$ cat src/rtl/kbd_rpt_pkg.sv
`timescale 1ns / 1ps
`default_nettype none

package kbd_rpt_pkg;

    localparam int SLOT_COUNT   = 6;
    localparam int BITMAP_BYTES = 32;

    localparam int SCAN_MAX = (SLOT_COUNT > BITMAP_BYTES) ? SLOT_COUNT : BITMAP_BYTES;
    localparam int SLOT_IW  = (SLOT_COUNT > 1) ? $clog2(SLOT_COUNT) : 1;
    localparam int BMP_IW   = (BITMAP_BYTES > 1) ? $clog2(BITMAP_BYTES) : 1;
    localparam int IDX_W    = (SCAN_MAX > 1) ? $clog2(SCAN_MAX) : 1;

    localparam int FUNC_W  = 2;
    localparam int KEY_W   = 8;
    localparam int COUNT_W = 6;

    // Item operations
    localparam logic [FUNC_W-1:0] FUNC_ADD   = 2'd0;
    localparam logic [FUNC_W-1:0] FUNC_DEL   = 2'd1;
    localparam logic [FUNC_W-1:0] FUNC_CLR   = 2'd2;
    localparam logic [FUNC_W-1:0] FUNC_QUERY = 2'd3;

    // Configuration register indexes
    localparam int CFG_IDX_W = 2;
    localparam logic [CFG_IDX_W-1:0] CFG_REPORT_PROTOCOL = 2'd0;
    localparam logic [CFG_IDX_W-1:0] CFG_NKRO_ON         = 2'd1;

    typedef struct packed {
        logic [FUNC_W-1:0] func;
        logic [KEY_W-1:0]  code;
        logic              nkro;
    } kr_req_t;

    typedef struct packed {
        logic [KEY_W-1:0]   first_key;
        logic [COUNT_W-1:0] key_count;
        logic               added;
        logic               query_hit;
    } kr_res_t;

    // Position of the highest set bit, 0 when none is set
    function automatic logic [2:0] top_bit(input logic [7:0] v);
        logic [2:0] r;
        r = 3'd0;
        for (int b = 0; b < 8; b++) begin
            if (v[b]) begin
                r = 3'(b);
            end
        end
        return r;
    endfunction

endpackage

`default_nettype wire

$ cat src/rtl/kbd_rpt_core.sv
`timescale 1ns / 1ps
`default_nettype none

module kbd_rpt_core
    import kbd_rpt_pkg::*;
(
    input  wire logic    aclk,
    input  wire logic    aresetn,
    input  wire logic    start,
    input  wire kr_req_t req,
    output logic         idle,
    output logic         done,
    input  wire logic    take,
    output kr_res_t      res
);

    localparam logic [1:0] ST_IDLE    = 2'd0;
    localparam logic [1:0] ST_PRESCAN = 2'd1;
    localparam logic [1:0] ST_SCAN    = 2'd2;
    localparam logic [1:0] ST_HOLD    = 2'd3;

    logic [1:0]         state_reg, state_next;
    logic [IDX_W-1:0]   idx_reg, idx_next;
    kr_req_t            req_reg;
    logic               dup_reg, dup_next;
    logic               empty_found_reg, empty_found_next;
    logic [SLOT_IW-1:0] empty_idx_reg, empty_idx_next;
    logic [COUNT_W-1:0] count_reg, count_next;
    logic [KEY_W-1:0]   first_reg, first_next;
    logic               first_found_reg, first_found_next;
    logic               hit_reg, hit_next;

    logic [KEY_W-1:0] slot_reg [SLOT_COUNT];
    logic [7:0]       bmp_reg  [BITMAP_BYTES];

    logic [7:0] cur;
    logic [7:0] new_val;
    logic [7:0] mask;
    logic       byte_sel;
    logic       eq_cur;
    logic       held;
    logic       last;
    logic       fill_slot;

    // Shared entry unit: read one entry, update it, compare it
    always_comb begin
        cur = req_reg.nkro ? bmp_reg[idx_reg[BMP_IW-1:0]] : slot_reg[idx_reg[SLOT_IW-1:0]];
        mask     = 8'b1 << req_reg.code[2:0];
        byte_sel = ({3'b000, req_reg.code[7:3]} == 8'(idx_reg));
        eq_cur   = (cur == req_reg.code);
        new_val  = cur;
        unique case (req_reg.func)
            FUNC_ADD: begin
                if (req_reg.nkro && byte_sel) begin
                    new_val = cur | mask;
                end
            end
            FUNC_DEL: begin
                if (req_reg.nkro) begin
                    if (byte_sel) begin
                        new_val = cur & ~mask;
                    end
                end else if (eq_cur) begin
                    new_val = 8'd0;
                end
            end
            FUNC_CLR:   new_val = 8'd0;
            FUNC_QUERY: new_val = cur;
            default:    new_val = cur;
        endcase
        if (req_reg.nkro) begin
            held = byte_sel && new_val[req_reg.code[2:0]] && (req_reg.code != 8'd0);
        end else begin
            held = (new_val == req_reg.code) && (req_reg.code != 8'd0);
        end
        last = req_reg.nkro ? (idx_reg == IDX_W'(BITMAP_BYTES - 1))
                            : (idx_reg == IDX_W'(SLOT_COUNT - 1));
    end

    always_comb begin
        state_next       = state_reg;
        idx_next         = idx_reg;
        dup_next         = dup_reg;
        empty_found_next = empty_found_reg;
        empty_idx_next   = empty_idx_reg;
        count_next       = count_reg;
        first_next       = first_reg;
        first_found_next = first_found_reg;
        hit_next         = hit_reg;
        fill_slot        = 1'b0;
        unique case (state_reg)
            ST_IDLE: begin
                if (start) begin
                    idx_next         = '0;
                    dup_next         = 1'b0;
                    empty_found_next = 1'b0;
                    count_next       = '0;
                    first_next       = '0;
                    first_found_next = 1'b0;
                    hit_next         = 1'b0;
                    state_next = (!req.nkro && req.func == FUNC_ADD) ? ST_PRESCAN : ST_SCAN;
                end
            end
            ST_PRESCAN: begin
                // look for a duplicate and the first empty slot before filling
                if (eq_cur) begin
                    dup_next = 1'b1;
                end
                if (!empty_found_reg && cur == 8'd0) begin
                    empty_found_next = 1'b1;
                    empty_idx_next   = idx_reg[SLOT_IW-1:0];
                end
                if (last) begin
                    fill_slot  = !dup_next && empty_found_next;
                    idx_next   = '0;
                    state_next = ST_SCAN;
                end else begin
                    idx_next = idx_reg + IDX_W'(1);
                end
            end
            ST_SCAN: begin
                count_next = count_reg + COUNT_W'(new_val != 8'd0);
                hit_next   = hit_reg | held;
                if (req_reg.nkro) begin
                    if (!first_found_reg && new_val != 8'd0) begin
                        first_found_next = 1'b1;
                        first_next       = 8'({idx_reg, top_bit(new_val)});
                    end
                end else if (idx_reg == '0) begin
                    first_next = new_val;
                end
                if (last) begin
                    state_next = ST_HOLD;
                end else begin
                    idx_next = idx_reg + IDX_W'(1);
                end
            end
            ST_HOLD: begin
                if (take) begin
                    state_next = ST_IDLE;
                end
            end
            default: state_next = ST_IDLE;
        endcase
    end

    always_ff @(posedge aclk) begin
        if (!aresetn) begin
            state_reg <= ST_IDLE;
            for (int i = 0; i < SLOT_COUNT; i++) begin
                slot_reg[i] <= '0;
            end
            for (int i = 0; i < BITMAP_BYTES; i++) begin
                bmp_reg[i] <= '0;
            end
        end else begin
            state_reg <= state_next;
            if (state_reg == ST_SCAN) begin
                if (req_reg.nkro) begin
                    bmp_reg[idx_reg[BMP_IW-1:0]] <= new_val;
                end else begin
                    slot_reg[idx_reg[SLOT_IW-1:0]] <= new_val;
                end
            end
            if (fill_slot) begin
                slot_reg[empty_idx_next] <= req_reg.code;
            end
        end
    end

    always_ff @(posedge aclk) begin
        if (start && state_reg == ST_IDLE) begin
            req_reg <= req;
        end
        idx_reg         <= idx_next;
        dup_reg         <= dup_next;
        empty_found_reg <= empty_found_next;
        empty_idx_reg   <= empty_idx_next;
        count_reg       <= count_next;
        first_reg       <= first_next;
        first_found_reg <= first_found_next;
        hit_reg         <= hit_next;
    end

    assign idle = (state_reg == ST_IDLE);
    assign done = (state_reg == ST_HOLD);

    always_comb begin
        res.query_hit = (req_reg.func == FUNC_QUERY) && hit_reg;
        res.added     = (req_reg.func == FUNC_ADD) && hit_reg;
        res.key_count = count_reg;
        res.first_key = first_reg;
    end

    a_start_idle: assert property (@(posedge aclk) disable iff (!aresetn)
        start |-> state_reg == ST_IDLE)
        else $error("item started while the sequencer was busy");

    a_slot_count: assert property (@(posedge aclk) disable iff (!aresetn)
        (state_reg == ST_HOLD && !req_reg.nkro) |-> count_reg <= COUNT_W'(SLOT_COUNT))
        else $error("slot count exceeds the table size");

    a_prescan_slot: assert property (@(posedge aclk) disable iff (!aresetn)
        state_reg == ST_PRESCAN |-> !req_reg.nkro && req_reg.func == FUNC_ADD)
        else $error("duplicate search entered for an item other than a slot add");

    a_hold_waits: assert property (@(posedge aclk) disable iff (!aresetn)
        (state_reg == ST_HOLD && !take) |=> state_reg == ST_HOLD && $stable(count_reg))
        else $error("result lost before it was taken");

endmodule

`default_nettype wire

$ cat src/rtl/keyboard_report_key_table.sv
`timescale 1ns / 1ps
`default_nettype none

// Channel   Direction  Ports                        Payload
// s_        in         s_tvalid s_tready s_tdata    func, usage_code
// m_        out        m_tvalid m_tready m_tdata    query_hit, added, key_count, first_key
// cfg_      in         cfg_we cfg_index cfg_wdata   report_protocol, nkro_on
//
// One entry is read, updated and compared per cycle by a single entry unit.
// Slot mode: a transaction scans the SLOT_COUNT slots; an add first prescans them.
// NKRO mode: a transaction scans the BITMAP_BYTES bitmap bytes.
// Reset (aresetn low, synchronous) clears both key stores at once.
// A finished result is held in the output register; the next transaction is
// taken while it waits, and the following result waits until it is taken.

module keyboard_report_key_table
    import kbd_rpt_pkg::*;
(
    input  wire logic                 aclk,
    input  wire logic                 aresetn,
    input  wire logic                 s_tvalid,
    output logic                      s_tready,
    input  wire logic [15:0]          s_tdata,   // [1:0] func, [9:2] usage_code, [15:10] zero
    output logic                      m_tvalid,
    input  wire logic                 m_tready,
    output logic [15:0]               m_tdata,   // [0] query_hit, [1] added,
                                                 // [7:2] key_count, [15:8] first_key
    input  wire logic                 cfg_we,
    input  wire logic [CFG_IDX_W-1:0] cfg_index,
    input  wire logic                 cfg_wdata
);

    logic        report_protocol_reg;
    logic        nkro_on_reg;
    logic        m_tvalid_reg, m_tvalid_next;
    logic [15:0] m_tdata_reg;

    kr_req_t req;
    kr_res_t res;
    logic    core_idle;
    logic    core_done;
    logic    start;
    logic    take;

    always_ff @(posedge aclk) begin
        if (!aresetn) begin
            report_protocol_reg <= 1'b1;
            nkro_on_reg         <= 1'b0;
        end else if (cfg_we) begin
            unique case (cfg_index)
                CFG_REPORT_PROTOCOL: report_protocol_reg <= cfg_wdata;
                CFG_NKRO_ON:         nkro_on_reg         <= cfg_wdata;
                default: ;
            endcase
        end
    end

    assign s_tready = core_idle;
    assign start    = s_tvalid && core_idle;

    always_comb begin
        req.func = s_tdata[FUNC_W-1:0];
        req.code = s_tdata[FUNC_W +: KEY_W];
        req.nkro = report_protocol_reg && nkro_on_reg;
    end

    kbd_rpt_core u_core (
        .aclk    (aclk),
        .aresetn (aresetn),
        .start   (start),
        .req     (req),
        .idle    (core_idle),
        .done    (core_done),
        .take    (take),
        .res     (res)
    );

    // load the output register when it is empty or being drained
    assign take = core_done && (!m_tvalid_reg || m_tready);

    always_comb begin
        m_tvalid_next = m_tvalid_reg;
        if (take) begin
            m_tvalid_next = 1'b1;
        end else if (m_tready) begin
            m_tvalid_next = 1'b0;
        end
    end

    always_ff @(posedge aclk) begin
        if (!aresetn) begin
            m_tvalid_reg <= 1'b0;
        end else begin
            m_tvalid_reg <= m_tvalid_next;
        end
    end

    always_ff @(posedge aclk) begin
        if (take) begin
            m_tdata_reg <= res;
        end
    end

    assign m_tvalid = m_tvalid_reg;
    assign m_tdata  = m_tdata_reg;

endmodule

`default_nettype wire
$ cat config.mk
export PLATFORM = sky130hd
export DESIGN_NAME = keyboard_report_key_table
export DESIGN_NICKNAME = d
export VERILOG_FILES = /design/src/rtl/kbd_rpt_pkg.sv /design/src/rtl/kbd_rpt_core.sv /design/src/rtl/keyboard_report_key_table.sv
export SDC_FILE = /design/constraint.sdc
export NUM_CORES = 1
export LEC_CHECK = 0
export BUFFER_PORTS_ARGS = -buffer_cell sky130_fd_sc_hd__buf_2
export CAP_MARGIN = 40
export CORE_UTILIZATION = 31
export CTS_CLUSTER_SIZE = 40
export DETAILED_ROUTE_END_ITERATION = 8
export PLACE_DENSITY_LB_ADDON = 0.2
export SYNTH_ARGS = -nofsm -noshare
export SYNTH_HDL_FRONTEND = slang
export SYNTH_SLANG_ARGS = --single-unit
$ cat constraint.sdc
create_clock -name aclk -period 6.1 [get_ports aclk]
set_input_delay 0.61 -clock aclk [delete_from_list [all_inputs] [get_ports aclk]]
set_output_delay 0.61 -clock aclk [all_outputs]
set_load 0.01 [all_outputs]
==> metrics.yaml <==
status:
  outcome: "complete, no violations"
final_layout:
  num-nets-final: 1549
  area_delta_synth_final_pct: 12.4
  n_fill_cell: 5678
  fin_util_pct: 35.4
  largest_reg_flops: 256
  drive_gt1_share_pct: 14.2
  diodes: 0
grt:
  grt_max_degree: 46
  grt_pass1_vias: 11500
  track_usage_pct: 16.7
  grt_pass1_wl_mm: 74.8
  antenna_found_initial: 0
  overflow: 0
setup_path:
  cp_slowest_cell: "o31ai_1"
  cp-start-kind: "flop"
  cpPeakStageDelay_ps: 770
  crit_path_end_kind: "flop"
  crit_chain: "buf_12 -> mux4_2 -> mux2i_1 -> a22oi_1 -> and2_1 -> o31ai_1 -> buf_4 -> nand3_1 -> o22a_1 -> or2_2 -> o31a_1 -> o31ai_1 -> buf_4"
  critical-path-top-delay-family: "compound AO/OA/AOI/OAI gates"
  rr_endpoint: "u_core.slot_reg[0][7]"
  path_class: "flop to flop"
  rrSetupSlack_ps: 800
  crit_required_ps: 6380
  worst-path-max-fanout: 29
  reg2reg_depth: 13
  crit_buf_inv: 3
  cp.arrival_ps: 5580
hold_path:
  hold_end: "u_core.req_reg[3]"
  timing.hold.worst.class: "input port to flop"
  min_from: "s_tdata[4]"
  whs_path_depth: 1
synthesis:
  synth_nets: 1515
  synthesis.area_um2: 18300
  yosysSeqAreaShare_pct: 62.1
  synthFlopType: "edfxtp_1"
  synth_cells: 1480
  ys_warn_count: 0
  synth_edf_count: 370
  ys_ff_latch: 383
  yosys.cell_types.count: 80
  async_flop_share_pct: 0
  avgSynthCellArea_um2: 12.4
power_and_ir_drop:
  internal_power_w: 0.00548
  sequentialPowerShare_pct: 37.9
  clkPwrFrac_pct: 25.6
  comb_power_share_pct: 36.5
  total_power_w: 0.00884
  peakVddDrop_mv: 0.196
  power.density_nw_per_um2: 430
  p_sw_share_pct: 38.0
  p_leak_nw: 7.18
  switching_power_w: 0.00336
clock_tree:
  clkSinkCount: 383
  cts_buffer_depth: 3
  h-tree-depth: 2
  clkTransAtPathRegs_ps: 60
  cts_resized: 0
  ctsHoldBuffers: 0
  cts_made_buffers: 41
  clk_latency_ps: 570
  cts-root-buf: "clkbuf_16"
  postCtsSetupRepairBufs: 0
  cts_tree: "yes"
drt:
  routed_wl_mm: 50.1
  drtPass1Iterations: 6
  vias: 11800
  wl_per_cell_um: 21.8
  route.detailed.drc: 0
  viasPerCell: 5.15
  drt-initial-drc-count: 879
  postRouteAntennaNets: 0
sta:
  fin_crit_sh_pct: 86.9
  setup_ws_ps: 797
  tightest_slew_ps: 912
  slew_headroom_pct: 39.2
  hold_viol: 0
  tns_ps: 0
  fin_crit_ps: 5300
  clock.fmax_mhz: 189
  drv_slew: 0
  worst_clock_skew_ps: 24.0
  rsz0062_at_grt: "no"
  setup_viol_count_final: 0
place:
  hpwl_mm: 33.1
  io_buffers: 35
  gp_congestion: 0.880
  pre_cts_ws_ps: 824
floorplan:
  dieArea_um2: 60000
  core_area_um2: 58000
  die_w_um: 245
  ios: 42
  rows: 88
  start_util_pct: 31.5
  die-height_um: 245
run:
  cap_violations: 0
==> layout by cell type (no fill, tap or decap), drive strengths merged, types with 4 or more instances in the layout <==
| cell type | Yosys | final |
|---|---|---|
| clkinv | 2 | 10 |
| nand4 | 8 | 8 |
| o211ai | 5 | 5 |
| a21oi | 50 | 50 |
| nand2b | 6 | 6 |
| nor2 | 309 | 309 |
| xnor2 | 11 | 11 |
| or4 | 4 | 4 |
| nor3 | 43 | 43 |
| o41ai | 4 | 4 |
| nor4 | 22 | 22 |
| nand2 | 109 | 109 |
| and3 | 7 | 7 |
| clkbuf | 70 | 54 |
| mux2 | 9 | 9 |
| mux2i | 118 | 118 |
| nand3 | 14 | 14 |
| dfxtp | 13 | 13 |
| o21ai | 22 | 22 |
| xor2 | 12 | 12 |
| ha | 11 | 11 |
| nor3b | 7 | 7 |
| or2 | 11 | 11 |
| mux4 | 29 | 29 |
| a211oi | 4 | 4 |
| buf | 35 | 96 |
| a31oi | 8 | 8 |
| o31ai | 9 | 9 |
| o21a | 5 | 5 |
| or3 | 4 | 4 |
| inv | 28 | 30 |
| a22oi | 53 | 53 |
| nor2b | 14 | 14 |
| and2 | 16 | 16 |
| edfxtp | 370 | 370 |
==> cells by family after synthesis <==
| family | after synthesis | share of synthesized area, % |
|---|---|---|
| AOI/OAI and AO/OA | 188 | 7.09 |
| xor gates and xnor gates | 23 | 1.10 |
| adders and majority gates | 11 | 0.752 |
| buffers and inverters | 135 | 3.84 |
| DFF | 383 | 62.1 |
| muxes | 156 | 10.7 |
| and+or+nand+nor | 584 | 14.3 |
==> power groups by stage <==
| stage | combinational (W) | clock (W) | sequential [W] |
|---|---|---|---|
| 4_1_cts | 0.00323 | 0.00232 | 0.00335 |
| 6_report | 0.00322 | 0.00227 | 0.00335 |
| 5_1_grt | 0.00345 | 0.00241 | 0.00338 |
| 3_5_place_dp | 0.00323 | 0 | 0.00341 |
| 3_3_place_gp | 0.00319 | 0 | 0.00340 |
| 2_1_floorplan | 0.00219 | 0 | 0.00325 |
==> through the flow <==
step / area (µm²) / std cells / hold WS, ps
after floorplan: 18300 / 1480 / 400
after global placement: 19300 / 2231 / 405
after detailed placement: 19400 / 2236 / 408
after CTS: 20600 / 2302 / 194
after global routing: 20600 / 2302 / 199
final: 20600 / 2302 / 228
==> layer usage <==
metal	up-vias	global-route usage, %	share of wire [%]	routed length, µm
met5	-	0	0	0
met2	297	26.2	46	23200
li1	5513	-	-	-
met3	81	2.47	4.8	2420
met1	5953	23.7	46	23100
met4	0	5.42	2.8	1410
==> cell usage after synthesis, drive strengths merged, types with 12 or more instances <==
master | number | area (µm²)
mux2i | 118 | 1200
inv | 28 | 105
nor4 | 22 | 178
nand3 | 14 | 70.1
o21ai | 22 | 110
nor2b | 14 | 87.6
buf | 35 | 327
a22oi | 53 | 403
clkbuf | 70 | 263
mux4 | 29 | 664
edfxtp | 370 | 11100
xor2 | 12 | 105
nor2 | 309 | 1160
dfxtp | 13 | 260
a21oi | 50 | 254
nor3 | 43 | 220
and2 | 16 | 100
nand2 | 109 | 409
==> worst max-delay path by stage <==
| stage | from | to | slack (ps) | cells past startpoint |
|---|---|---|---|---|
| 3_5_place_dp | flop | u_core.slot_reg[4][1] | 820 | 13 |
| 3_3_place_gp | flop | u_core.slot_reg[7][5] | 840 | 11 |
| 5_1_grt | flop | u_core.slot_reg[0][1] | 530 | 12 |
| 2_1_floorplan | flop | u_core.slot_reg[4][0] | 1520 | 13 |
| 4_1_cts | flop | u_core.slot_reg[4][0] | 810 | 13 |
| 6_report | flop | u_core.slot_reg[0][7] | 800 | 13 |
==> final cells by class <==
type                       count  area [µm²]  share of cell area [%]
clock inverter                12        86.3                   0.420
timing repair buffer          96         676                    3.29
clock buffer                  54        1070                    5.23
sequential                   383       11400                    55.3
multi-input combinational    962        6280                    30.5
inverter                      30         113                   0.548
tap                          765         957                    4.65
Power figures use the tool's default switching activity.
